==> src/rtl/core/lfu_pr_pkg.sv <==
// LFU page replacement: shared constants, types and helpers.
// No dependencies; used by every other file of the block.
package lfu_pr_pkg;

    localparam int FRAMES      = 8;
    localparam int PAGE_BITS   = 16;
    localparam int COUNT_BITS  = 16;
    localparam int IDX_BITS    = (FRAMES > 1) ? $clog2(FRAMES) : 1;
    localparam int FILL_BITS   = $clog2(FRAMES + 1);
    localparam int LIMIT_BITS  = 4;
    localparam int FAULT_BITS  = 32;
    localparam int OUT_IDX_BITS = 3;
    localparam int OUT_PAGE_BITS = 16;

    localparam logic [COUNT_BITS-1:0] COUNT_MAX  = '1;
    localparam logic [FAULT_BITS-1:0] FAULT_MAX  = '1;
    localparam logic [LIMIT_BITS-1:0] LIMIT_RESET = LIMIT_BITS'(8);

    typedef enum logic [1:0] {
        ST_IDLE,
        ST_SCAN,
        ST_COMMIT
    } ctrl_state_t;

    // Lookup request travelling down the cell chain.
    typedef struct packed {
        logic                  valid;
        logic [PAGE_BITS-1:0]  page;
        logic                  found;
        logic [IDX_BITS-1:0]   found_idx;
        logic                  best_valid;
        logic [IDX_BITS-1:0]   best_idx;
        logic [COUNT_BITS-1:0] best_count;
        logic [COUNT_BITS-1:0] best_age;
        logic [PAGE_BITS-1:0]  best_page;
    } probe_t;

    // Table update broadcast to every cell at the end of a request.
    typedef struct packed {
        logic                 valid;
        logic                 hit;
        logic [IDX_BITS-1:0]  idx;
        logic [PAGE_BITS-1:0] page;
    } commit_t;

    function automatic logic [COUNT_BITS-1:0] sat_inc(input logic [COUNT_BITS-1:0] v);
        return (v == COUNT_MAX) ? COUNT_MAX : v + COUNT_BITS'(1);
    endfunction

endpackage

==> src/rtl/core/lfu_pr_ifs.sv <==
// Handshake channels of the LFU page replacement core: request, response, config.
// Depends on lfu_pr_pkg.
interface lfu_pr_req_if
    import lfu_pr_pkg::*;
();
    logic                 valid;
    logic                 ready;
    logic [PAGE_BITS-1:0] page_number;

    modport source (output valid, output page_number, input ready);
    modport sink   (input valid, input page_number, output ready);
endinterface

interface lfu_pr_rsp_if
    import lfu_pr_pkg::*;
();
    logic                     valid;
    logic                     ready;
    logic                     hit;
    logic [OUT_IDX_BITS-1:0]  frame_index;
    logic                     evicted;
    logic [OUT_PAGE_BITS-1:0] evicted_page;
    logic [FAULT_BITS-1:0]    fault_count;

    modport source (output valid, output hit, output frame_index, output evicted,
                    output evicted_page, output fault_count, input ready);
    modport sink   (input valid, input hit, input frame_index, input evicted,
                    input evicted_page, input fault_count, output ready);
endinterface

interface lfu_pr_cfg_if
    import lfu_pr_pkg::*;
();
    logic                  valid;
    logic                  ready;
    logic [LIMIT_BITS-1:0] data;

    modport source (output valid, output data, input ready);
    modport sink   (input valid, input data, output ready);
endinterface

==> src/rtl/core/lfu_pr_cell.sv <==
// One frame of the LFU table: page, use count, age and filled flag.
// Registers the lookup request on to its neighbor. Depends on lfu_pr_pkg.
module lfu_pr_cell
    import lfu_pr_pkg::*;
(
    input  logic                clk,
    input  logic                rst_n,
    input  logic [IDX_BITS-1:0] cell_idx,
    input  probe_t              probe_in,
    output probe_t              probe_out,
    input  commit_t             commit
);

    logic [PAGE_BITS-1:0]  page_reg,   page_next;
    logic [COUNT_BITS-1:0] count_reg,  count_next;
    logic [COUNT_BITS-1:0] age_reg,    age_next;
    logic                  filled_reg, filled_next;
    probe_t                probe_reg,  probe_next;

    logic match;
    logic better;
    logic mine;

    assign match  = filled_reg && !probe_in.found && (page_reg == probe_in.page);
    // strict compare keeps the lowest index on a full tie
    assign better = filled_reg && (!probe_in.best_valid ||
                    (count_reg < probe_in.best_count) ||
                    ((count_reg == probe_in.best_count) && (age_reg > probe_in.best_age)));
    assign mine   = commit.valid && (commit.idx == cell_idx);

    always_comb
    begin
        probe_next = probe_in;
        if (match)
        begin
            probe_next.found     = 1'b1;
            probe_next.found_idx = cell_idx;
        end
        if (better)
        begin
            probe_next.best_valid = 1'b1;
            probe_next.best_idx   = cell_idx;
            probe_next.best_count = count_reg;
            probe_next.best_age   = age_reg;
            probe_next.best_page  = page_reg;
        end
    end

    always_comb
    begin
        page_next   = page_reg;
        count_next  = count_reg;
        age_next    = age_reg;
        filled_next = filled_reg;
        if (mine && !commit.hit)
        begin
            // newly loaded frame: count 1, age 0 then aged once
            page_next   = commit.page;
            count_next  = COUNT_BITS'(1);
            age_next    = COUNT_BITS'(1);
            filled_next = 1'b1;
        end
        else if (commit.valid && filled_reg)
        begin
            age_next = sat_inc(age_reg);
            if (mine)
            begin
                count_next = sat_inc(count_reg);
            end
        end
    end

    always_ff @(posedge clk or negedge rst_n)
    begin
        if (!rst_n)
        begin
            count_reg  <= '0;
            age_reg    <= '0;
            filled_reg <= 1'b0;
            probe_reg  <= '0;
        end
        else
        begin
            count_reg  <= count_next;
            age_reg    <= age_next;
            filled_reg <= filled_next;
            probe_reg  <= probe_next;
        end
    end

    always_ff @(posedge clk)
    begin
        page_reg <= page_next;
    end

    assign probe_out = probe_reg;

endmodule

==> src/rtl/core/lfu_pr_ctrl.sv <==
// Sequencer of the LFU core: launches a request into the cell chain, picks
// fill / hit / evict from the chain's tail and drives the response register.
// Depends on lfu_pr_pkg and lfu_pr_ifs.
module lfu_pr_ctrl
    import lfu_pr_pkg::*;
(
    input  logic          clk,
    input  logic          rst_n,
    lfu_pr_req_if.sink    req,
    lfu_pr_rsp_if.source  rsp,
    lfu_pr_cfg_if.sink    cfg,
    output probe_t        head,
    input  probe_t        tail,
    output commit_t       commit
);

    ctrl_state_t state_reg, state_next;

    logic [LIMIT_BITS-1:0]    limit_reg;
    logic [FILL_BITS-1:0]     fill_reg,  fill_next;
    logic [FAULT_BITS-1:0]    fault_reg, fault_next;
    probe_t                   pend_reg;

    logic                     out_valid_reg, out_valid_next;
    logic                     out_hit_reg;
    logic [IDX_BITS-1:0]      out_idx_reg;
    logic                     out_evicted_reg;
    logic [PAGE_BITS-1:0]     out_page_reg;

    logic                     accept;
    logic                     commit_fire;
    logic                     out_free;
    logic [FILL_BITS-1:0]     eff_limit;
    logic                     do_fill;
    logic [IDX_BITS-1:0]      sel_idx;

    assign cfg.ready = 1'b1;
    assign out_free  = !out_valid_reg || rsp.ready;

    always_comb
    begin
        if (limit_reg == '0)
        begin
            eff_limit = FILL_BITS'(1);
        end
        else if (int'(limit_reg) > FRAMES)
        begin
            eff_limit = FILL_BITS'(FRAMES);
        end
        else
        begin
            eff_limit = FILL_BITS'(limit_reg);
        end
    end

    // next state
    always_comb
    begin
        state_next = state_reg;
        case (state_reg)
            ST_IDLE:
            begin
                if (req.valid)
                begin
                    state_next = ST_SCAN;
                end
            end
            ST_SCAN:
            begin
                if (tail.valid)
                begin
                    state_next = ST_COMMIT;
                end
            end
            ST_COMMIT:
            begin
                if (out_free)
                begin
                    state_next = ST_IDLE;
                end
            end
            default:
            begin
                state_next = ST_IDLE;
            end
        endcase
    end

    // state outputs
    always_comb
    begin
        req.ready   = 1'b0;
        commit_fire = 1'b0;
        case (state_reg)
            ST_IDLE:   req.ready   = 1'b1;
            ST_SCAN:   req.ready   = 1'b0;
            ST_COMMIT: commit_fire = out_free;
            default:   req.ready   = 1'b0;
        endcase
    end

    assign accept = req.valid && req.ready;

    always_comb
    begin
        head       = '0;
        head.valid = accept;
        head.page  = req.page_number;
    end

    assign do_fill = !pend_reg.found && (fill_reg < eff_limit);

    always_comb
    begin
        if (pend_reg.found)
        begin
            sel_idx = pend_reg.found_idx;
        end
        else if (do_fill)
        begin
            sel_idx = IDX_BITS'(fill_reg);
        end
        else
        begin
            sel_idx = pend_reg.best_idx;
        end
    end

    assign commit.valid = commit_fire;
    assign commit.hit   = pend_reg.found;
    assign commit.idx   = sel_idx;
    assign commit.page  = pend_reg.page;

    always_comb
    begin
        fill_next      = fill_reg;
        fault_next     = fault_reg;
        out_valid_next = out_valid_reg && !rsp.ready;
        if (commit_fire)
        begin
            out_valid_next = 1'b1;
            if (do_fill)
            begin
                fill_next = fill_reg + FILL_BITS'(1);
            end
            if (!pend_reg.found && (fault_reg != FAULT_MAX))
            begin
                fault_next = fault_reg + FAULT_BITS'(1);
            end
        end
    end

    always_ff @(posedge clk or negedge rst_n)
    begin
        if (!rst_n)
        begin
            state_reg     <= ST_IDLE;
            limit_reg     <= LIMIT_RESET;
            fill_reg      <= '0;
            fault_reg     <= '0;
            out_valid_reg <= 1'b0;
        end
        else
        begin
            state_reg     <= state_next;
            fill_reg      <= fill_next;
            fault_reg     <= fault_next;
            out_valid_reg <= out_valid_next;
            if (cfg.valid)
            begin
                limit_reg <= cfg.data;
            end
        end
    end

    always_ff @(posedge clk)
    begin
        if (tail.valid)
        begin
            pend_reg <= tail;
        end
        if (commit_fire)
        begin
            out_hit_reg     <= pend_reg.found;
            out_idx_reg     <= sel_idx;
            out_evicted_reg <= !pend_reg.found && !do_fill;
            out_page_reg    <= (!pend_reg.found && !do_fill) ? pend_reg.best_page : '0;
        end
    end

    assign rsp.valid        = out_valid_reg;
    assign rsp.hit          = out_hit_reg;
    assign rsp.frame_index  = OUT_IDX_BITS'(out_idx_reg);
    assign rsp.evicted      = out_evicted_reg;
    assign rsp.evicted_page = OUT_PAGE_BITS'(out_page_reg);
    assign rsp.fault_count  = fault_reg;

`ifndef SYNTH
    a_tail_only_in_scan: assert property (@(posedge clk) disable iff (!rst_n)
        tail.valid |-> (state_reg == ST_SCAN))
        else $error("chain tail valid outside scan");

    a_fill_bounded: assert property (@(posedge clk) disable iff (!rst_n)
        int'(fill_reg) <= FRAMES)
        else $error("fill count beyond table");

    a_rsp_from_commit: assert property (@(posedge clk) disable iff (!rst_n)
        $rose(out_valid_reg) |-> ($past(state_reg) == ST_COMMIT))
        else $error("response raised without a commit");

    a_fault_monotonic: assert property (@(posedge clk) disable iff (!rst_n)
        !commit_fire |=> $stable(fault_reg))
        else $error("fault total moved without a commit");
`endif

endmodule

==> src/rtl/core/lfu_pr_top_chain.sv <==
// Row of LFU frame cells linked head to tail by their request registers.
// Depends on lfu_pr_pkg and lfu_pr_cell.
module lfu_pr_top_chain
    import lfu_pr_pkg::*;
(
    input  logic    clk,
    input  logic    rst_n,
    input  probe_t  head,
    output probe_t  tail,
    input  commit_t commit
);

    probe_t link [FRAMES+1];

    assign link[0] = head;

    for (genvar g = 0; g < FRAMES; g++)
    begin : g_cell
        lfu_pr_cell u_cell (
            .clk       (clk),
            .rst_n     (rst_n),
            .cell_idx  (IDX_BITS'(g)),
            .probe_in  (link[g]),
            .probe_out (link[g+1]),
            .commit    (commit)
        );
    end

    assign tail = link[FRAMES];

endmodule

==> src/rtl/core/lfu_page_replacement_core.sv <==
// LFU page replacement core.
// Channels: req carries one page reference (page_number); rsp returns one
// response per request (hit, frame_index, evicted, evicted_page, fault_count);
// cfg writes frames_in_use (0 acts as 1, above 8 acts as 8).
// A request walks a row of 8 frame cells, one cell per cycle, collecting the
// first matching frame and the least-used, oldest frame. The chain's result is
// registered; then the table is updated and the response register loaded.
// Requests do not overlap: the next one is taken only after the current one
// has walked the cell row and been committed.
// req.ready is high only while no request is in flight; a finished response
// may still wait in its register while the next request walks the row.
// If rsp stalls, a finished request holds before the update until the
// response register frees, and no new request is taken meanwhile.
// cfg.ready is always high; write it only while idle.
// Reset empties the table, clears the fault total and sets frames_in_use to 8.
// Depends on lfu_pr_pkg, lfu_pr_ifs, lfu_pr_ctrl and lfu_pr_top_chain.
module lfu_page_replacement_core
    import lfu_pr_pkg::*;
(
    input  logic         clk,
    input  logic         rst_n,
    lfu_pr_req_if.sink   req,
    lfu_pr_rsp_if.source rsp,
    lfu_pr_cfg_if.sink   cfg
);

    probe_t  head;
    probe_t  tail;
    commit_t commit;

    lfu_pr_ctrl u_ctrl (
        .clk    (clk),
        .rst_n  (rst_n),
        .req    (req),
        .rsp    (rsp),
        .cfg    (cfg),
        .head   (head),
        .tail   (tail),
        .commit (commit)
    );

    lfu_pr_top_chain u_chain (
        .clk    (clk),
        .rst_n  (rst_n),
        .head   (head),
        .tail   (tail),
        .commit (commit)
    );

endmodule
==> src/flat_wrapper.sv <==
// flat-port wrapper written by rule: the top's interface ports become plain ports
module lfu_page_replacement_core_flat import lfu_pr_pkg::*;
  (clk, rst_n, req_valid, req_page_number, req_ready, rsp_valid, rsp_hit, rsp_frame_index, rsp_evicted, rsp_evicted_page, rsp_fault_count, rsp_ready, cfg_valid, cfg_data, cfg_ready);
  lfu_pr_req_if req_i ();
  lfu_pr_rsp_if rsp_i ();
  lfu_pr_cfg_if cfg_i ();
  input  logic clk;
  input  logic rst_n;
  input wire logic [$bits(req_i.valid)-1:0] req_valid;
  input wire logic [$bits(req_i.page_number)-1:0] req_page_number;
  output wire logic [$bits(req_i.ready)-1:0] req_ready;
  output wire logic [$bits(rsp_i.valid)-1:0] rsp_valid;
  output wire logic [$bits(rsp_i.hit)-1:0] rsp_hit;
  output wire logic [$bits(rsp_i.frame_index)-1:0] rsp_frame_index;
  output wire logic [$bits(rsp_i.evicted)-1:0] rsp_evicted;
  output wire logic [$bits(rsp_i.evicted_page)-1:0] rsp_evicted_page;
  output wire logic [$bits(rsp_i.fault_count)-1:0] rsp_fault_count;
  input wire logic [$bits(rsp_i.ready)-1:0] rsp_ready;
  input wire logic [$bits(cfg_i.valid)-1:0] cfg_valid;
  input wire logic [$bits(cfg_i.data)-1:0] cfg_data;
  output wire logic [$bits(cfg_i.ready)-1:0] cfg_ready;
  assign req_i.valid = req_valid;
  assign req_i.page_number = req_page_number;
  assign req_ready = req_i.ready;
  assign rsp_valid = rsp_i.valid;
  assign rsp_hit = rsp_i.hit;
  assign rsp_frame_index = rsp_i.frame_index;
  assign rsp_evicted = rsp_i.evicted;
  assign rsp_evicted_page = rsp_i.evicted_page;
  assign rsp_fault_count = rsp_i.fault_count;
  assign rsp_i.ready = rsp_ready;
  assign cfg_i.valid = cfg_valid;
  assign cfg_i.data = cfg_data;
  assign cfg_ready = cfg_i.ready;
  lfu_page_replacement_core u_core (.clk(clk), .rst_n(rst_n), .req(req_i), .rsp(rsp_i), .cfg(cfg_i));
endmodule
==> config.mk <==
export PLATFORM = sky130hd
export DESIGN_NAME = lfu_page_replacement_core_flat
export DESIGN_NICKNAME = d
export VERILOG_FILES = /design/src/rtl/core/lfu_pr_pkg.sv /design/src/rtl/core/lfu_pr_ifs.sv /design/src/rtl/core/lfu_pr_cell.sv /design/src/rtl/core/lfu_pr_ctrl.sv /design/src/rtl/core/lfu_pr_top_chain.sv /design/src/rtl/core/lfu_page_replacement_core.sv /design/src/flat_wrapper.sv
export SDC_FILE = /design/constraint.sdc
export NUM_CORES = 2
export LEC_CHECK = 0
export ABC_CLOCK_PERIOD_IN_PS = 11150
export BUFFER_PORTS_ARGS = -buffer_cell sky130_fd_sc_hd__buf_2
export CELL_PAD_IN_SITES_DETAIL_PLACEMENT = 2
export CELL_PAD_IN_SITES_GLOBAL_PLACEMENT = 2
export CORE_ASPECT_RATIO = 1.1
export CORE_MARGIN = 1
export CORE_UTILIZATION = 48
export CTS_CLUSTER_SIZE = 8
export DETAILED_ROUTE_END_ITERATION = 6
export MAX_ROUTING_LAYER = met4
export PLACE_DENSITY_LB_ADDON = 0.1
export SLEW_MARGIN = 20
export SYNTH_ARGS = -nofsm -noshare
export SYNTH_HDL_FRONTEND = slang
export SYNTH_HIERARCHICAL = 1
export SYNTH_SLANG_ARGS = --single-unit
export TNS_END_PERCENT = 20
==> constraint.sdc <==
create_clock -name clk -period 11.15 [get_ports clk]
set_clock_uncertainty 0.05 [all_clocks]
set_input_delay 2.7875 -clock clk [delete_from_list [all_inputs] [get_ports clk]]
set_output_delay 2.7875 -clock clk [all_outputs]
set_load 0.05 [all_outputs]
Word-level counts from Yosys, hierarchy flattened:

Cells that the tools add are included.

* add/subtract/negate cells: 18
* magnitude comparators: 16
* equal/unequal tests: 44
* multiplexer cells: 83
* reduce and logical (&&, ||, !) cells: 121

Operators by type and width (count)
* $mux 16: 56
* $mux 52: 7
* $add 16x1->16 const B: 16
* $eq 16x16->1 const B: 16
* $eq 16x16->1: 15
* $gt 16x16->1: 7
* $lt 16x16->1: 7
* $logic_and 1x1->1: 58
* $mux 51: 1
* $mux 4: 10
* $add 32x1->32 const B: 1
* $ne 32x32->1 const B: 1
* $reduce_bool 2->1: 16
* $reduce_and 2->1: 10
* $logic_not 1->1: 18
* $logic_or 1x1->1: 15
* $eq 3x3->1 const B: 4
* $eq 3x2->1 const B: 2
* $mux 2: 3
* $mux 3: 2
* $ne 2x2->1 const B: 3
* $pmux 2 s3: 1
* $add 4x1->4 const B: 1
* $gt 4x4->1 const B: 1
* 9 further kinds: 11

* register bits after elaboration: 1046
* input port bits: 25
* word-level logic and storage cells: 397

Depth between registers and ports, before layout:

* depth after elaboration: 12
* mapped depth: 16
* depth with buffers taken out: 14

By module:

Netlist, hierarchy kept.

By module, submodules not included
* lfu_pr_cell (u_core.u_chain.g_cell[0].u_cell ...): instances 7, cells an instance 513, area an instance 5953.2 um^2, sequential area each 3133.0 um^2
* lfu_pr_cell (u_core.u_chain.g_cell[3].u_cell): instances 1, cells an instance 515, area an instance 5840.6 um^2, sequential area each 3133.0 um^2
* lfu_pr_ctrl: instances 1, cells an instance 375, area an instance 4767.1 um^2, sequential area each 2879.0 um^2
* lfu_pr_top_chain: instances 1, cells an instance 2, area an instance 7.5 um^2, sequential area each 0.0 um^2

Least setup slack after synthesis:

Ideal clock, no wire load.

* path type: input port to flip-flop
* from: input rsp_ready
* to: register u_core.u_chain.g_cell[3].u_cell.count_reg[8]
* library setup time: 0.120 ns
* arrival time: 5.861 ns
* data required time: 10.980 ns
* slack: 5.119 ns
* stages: 11
* path buffers: 3
* cell sequence: nor2b_2 -> nor2_1 -> buf_4 -> nand4_1 -> or2_2 -> clkbuf_1 -> clkinv_1 -> buf_1 -> o21ai_0 -> nand2_1 -> nand2_1

* longest elaborated chain between the ends: 6
* elaborated cells between the ends (all ways): 9
* classes of those cells: 2 x mux; 7 x reduce/logical

Ends and longest elaborated chain
* from (decl): line flat_wrapper.sv:18 `input wire logic [$bits(rsp_i.ready)-1:0] rsp_ready;`
* $logic_or 1x1->1 *: line lfu_pr_ctrl.sv:38 `assign out_free = !out_valid_reg || rsp.ready;`
* $mux 1 *: line lfu_pr_ctrl.sv:94 `case (state_reg)`
* named net u_core.u_ctrl.commit_fire: line lfu_pr_ctrl.sv:31 `logic commit_fire;`
* $logic_and 1x1->1: line lfu_pr_cell.sv:29 `assign mine = commit.valid && (commit.idx == cell_idx);`
* $logic_and 1x1->1: line lfu_pr_cell.sv:55 `if (mine && !commit.hit)`
* $reduce_bool 2->1 (no line)
* $reduce_and 2->1 (no line)
* to (signal assigned): line lfu_pr_cell.sv:84 `count_reg <= count_next;`
* to (decl): line lfu_pr_cell.sv:15 `logic [COUNT_BITS-1:0] count_reg, count_next;`

The timed path passes the listed nets; every way through them passes the cells marked *.
A chain may end at the register's enable or synchronous reset.

==> qor.log <==
qor: floorplan.core-area 105,000 µm²
qor: timing.worst_slack 5.06 ns
qor: clock_tree.clkTransAtPathRegs 0.06 ns
qor: detailed_routing.drt_wl_total 180,000 µm
qor: floorplan.die_height 344 µm
qor: timing.hold_viol 0
qor: clock_tree.cts-root-buf clkbuf_16
qor: logic_synthesis.synth_cells 4,414
qor: setup_path.critical_path_required 11.71 ns
qor: floorplan.dieWidth 313 µm
qor: timing.timing.final.crit_share 54.6%
qor: global_routing.grt_remaining_overflow 0
qor: clock_tree.cts_made_buffers 148
qor: timing.maxSlewViolCount 0
qor: global_routing.antenna_found_initial 2
qor: timing.fin_worst_hold_slack 0.297 ns
qor: logic_synthesis.synth_area_per_cell 11.6 µm²
qor: hold_path.hold_path_class register to register
qor: placed_design.placedCellCount 5,843
qor: power_and_ir_drop.p_seq_share 38.8%
qor: global_routing.maximum_number_of_pins_on_one_net_before_global_route_repair 153
qor: logic_synthesis.synthesis.yosys.warnings 6
qor: timing.setup-tns-final 0 ns
qor: placed_design.pre_cts_slack 4.41 ns
qor: detailed_routing.drt-pass1-iter-count 6
qor: logic_synthesis.syn_area 51,000 µm²
qor: detailed_routing.drc 0
qor: timing.finalWorstPathRequiredPeriod 6.09 ns
qor: floorplan.initial_core_util 48.4%
qor: setup_path.worst-endpoint-arrival 6.64 ns
qor: timing.maxClockFrequency 164 MHz
qor: setup_path.worst-path-max-fanout 41
qor: power_and_ir_drop.internal_power 8620 µW
qor: clock_tree.cts_resized 0
qor: floorplan.top_level_ports 81
qor: setup_path.critPathCaptureType register
qor: global_routing.wire_length_of_the_first_global_routing_pass 277,000 µm
qor: power_and_ir_drop.swShare 34.0%
qor: placed_design.placement.io_buffers 79
qor: power_and_ir_drop.power_density_normalized_to_cell_area 230 nW/µm²
qor: setup_path.timing.critical_path.from_type primary input
qor: timing.rsz_0062_raised_after_global_routing false
qor: clock_tree.cts.sinks 1,046
qor: cells_and_area.num-nets-final 4,898
qor: cells_and_area.layout-area-overhead-vs-synth 11.3%
qor: global_routing.number_of_global_route_vias_before_repair 42,300
qor: floorplan.row_count 125
qor: detailed_routing.drt.antenna.violating_nets 0
qor: power_and_ir_drop.static-leakage-power 0.0258 µW
qor: clock_tree.cts_tree yes
qor: clock_tree.ctsHtreeMaxLevel 4
qor: power_and_ir_drop.vdd_ir_drop_max 0.193 mV
qor: detailed_routing.dr_total_vias 36,700
qor: cells_and_area.largest_reg_flops 551
qor: cells_and_area.final_core_util 53.9%
qor: clock_tree.cts.path.max_buffers 3
qor: detailed_routing.drt_first_iter_violations 2,201
qor: timing.worst_pin_slew 1.18 ns
qor: power_and_ir_drop.power.share.clock 33.1%
qor: setup_path.r2r_setup_slack 5.38 ns
qor: floorplan.area_enclosed_by_the_die_boundary 108,000 µm²
qor: cells_and_area.post_route_cells_drive_above_1_share 13.9%
qor: detailed_routing.routed_wire_length_per_instance 29.7 µm
qor: timing.setup-violations-final 0
qor: detailed_routing.avgViaCountPerCell 6.05
qor: placed_design.detailed_place_hpwl 106,000 µm
qor: flow_run.drv_cap 0
qor: setup_path.worst-setup-path-type primary input to register
qor: power_and_ir_drop.p_switching 4450 µW
qor: clock_tree.cts_hold_buf 0
qor: global_routing.grtUsageTotal 35.0%
qor: clock_tree.cts_setup_buffers 0
qor: placed_design.routability_congestion_estimate_from_global_placement 0.830
qor: cells_and_area.post_layout_nonfiller_instances 6,073
qor: clock_tree.worst_skew_pair.late_latency 0.78 ns
qor: timing.max_slew_margin 21.4%
qor: power_and_ir_drop.combinationalPowerShare 28.2%
qor: outcome.status finished clean
per-stage QoR:
| step | cell area [µm²] | power [µW] |
|---|---|---|
| 6_report | 56800 | 13100 |
| 5_1_grt | 56800 | 13500 |
| 4_1_cts | 56800 | 13100 |
| 3_5_place_dp | 52500 | 8540 |
| 3_3_place_gp | 52500 | 8270 |
| 2_1_floorplan | 51500 | 7630 |
critical path, cell delays in order:
cell	delay, ns
buf_2	0.11
nor2b_2	0.06
nor2_4	0.11
buf_4	0.35
buf_4	0.62
and4_1	0.35
nand2b_1	0.38
inv_1	0.96
nor2_1	0.46
a41oi_1	0.34
a21oi_1	0.06
cells in the final DEF, fill, tap and decap left out, drive strengths merged, types with 9 or more instances in the layout:
cell type and n:
or2 16, conb 129, nor3 65, nand4 143, o22a 10, nand2 227
edfxtp 188, nor2 174, o31ai 25, and4 25, inv 385, o21a 16
a41oi 18, or3 17, nor2b 18, nor4 42, mux2i 79, o211ai 9
nand3 96, xnor2 85, and3 74, nand2b 19, a31oi 57, xor2 100
ha 277, o21ai 315, a21oi 373, dfrtp 857, a21o 48, a211oi 9
clkbuf 216, and2 26, a2111oi 9, nor3b 22, mux2 327, buf 113
path summary, 6_finish.rpt:
kind / start / to / depth (start not counted)
setup / recovery: rsp_ready / u_core/u_chain/g_cell[6].u_cell/count_reg[12] / 11
hold / removal: u_core/u_chain/g_cell[3].u_cell/probe_out[72] / u_core/u_chain/g_cell[4].u_cell/probe_out[72] / 0
setup reg to reg: u_core/u_ctrl/limit_reg[3] / u_core/u_chain/g_cell[6].u_cell/count_reg[6] / 14
hold reg to reg: u_core/u_chain/g_cell[3].u_cell/probe_out[72] / u_core/u_chain/g_cell[4].u_cell/probe_out[72] / 0
max in group asynchronous: rst_n / u_core/u_chain/g_cell[1].u_cell/count_reg[7] / 3
min in group asynchronous: rst_n / u_core/u_ctrl/rsp.fault_count[12] / 1
final cells by class:
class	instances	area, µm²
fill	10200	48600
timing repair buffer	113	686
multi-input combinational	2906	21600
sequential	1046	27100
tap	1397	1750
inverter	381	1430
clock buffer	216	3980
antenna	3	7.51
clock inverter	11	244
power groups by stage:
stage	clock, µW	combinational, µW	sequential (µW)
2_1_floorplan	0	2780	4850
3_3_place_gp	0	3300	4970
3_5_place_dp	0	3490	5050
4_1_cts	4400	3680	5060
5_1_grt	4510	3890	5110
6_report	4320	3680	5070
layer usage:
layer / wire length [µm] / share of wire [%] / global-route usage (%)
met5: 0 / 0 / -
met4: 9360 / 5.2 / 16.9
met1: 68700 / 38 / 38.0
met3: 5440 / 3.0 / 4.38
met2: 96900 / 54 / 63.1
Note: power is estimated with default switching activity, not from simulation.
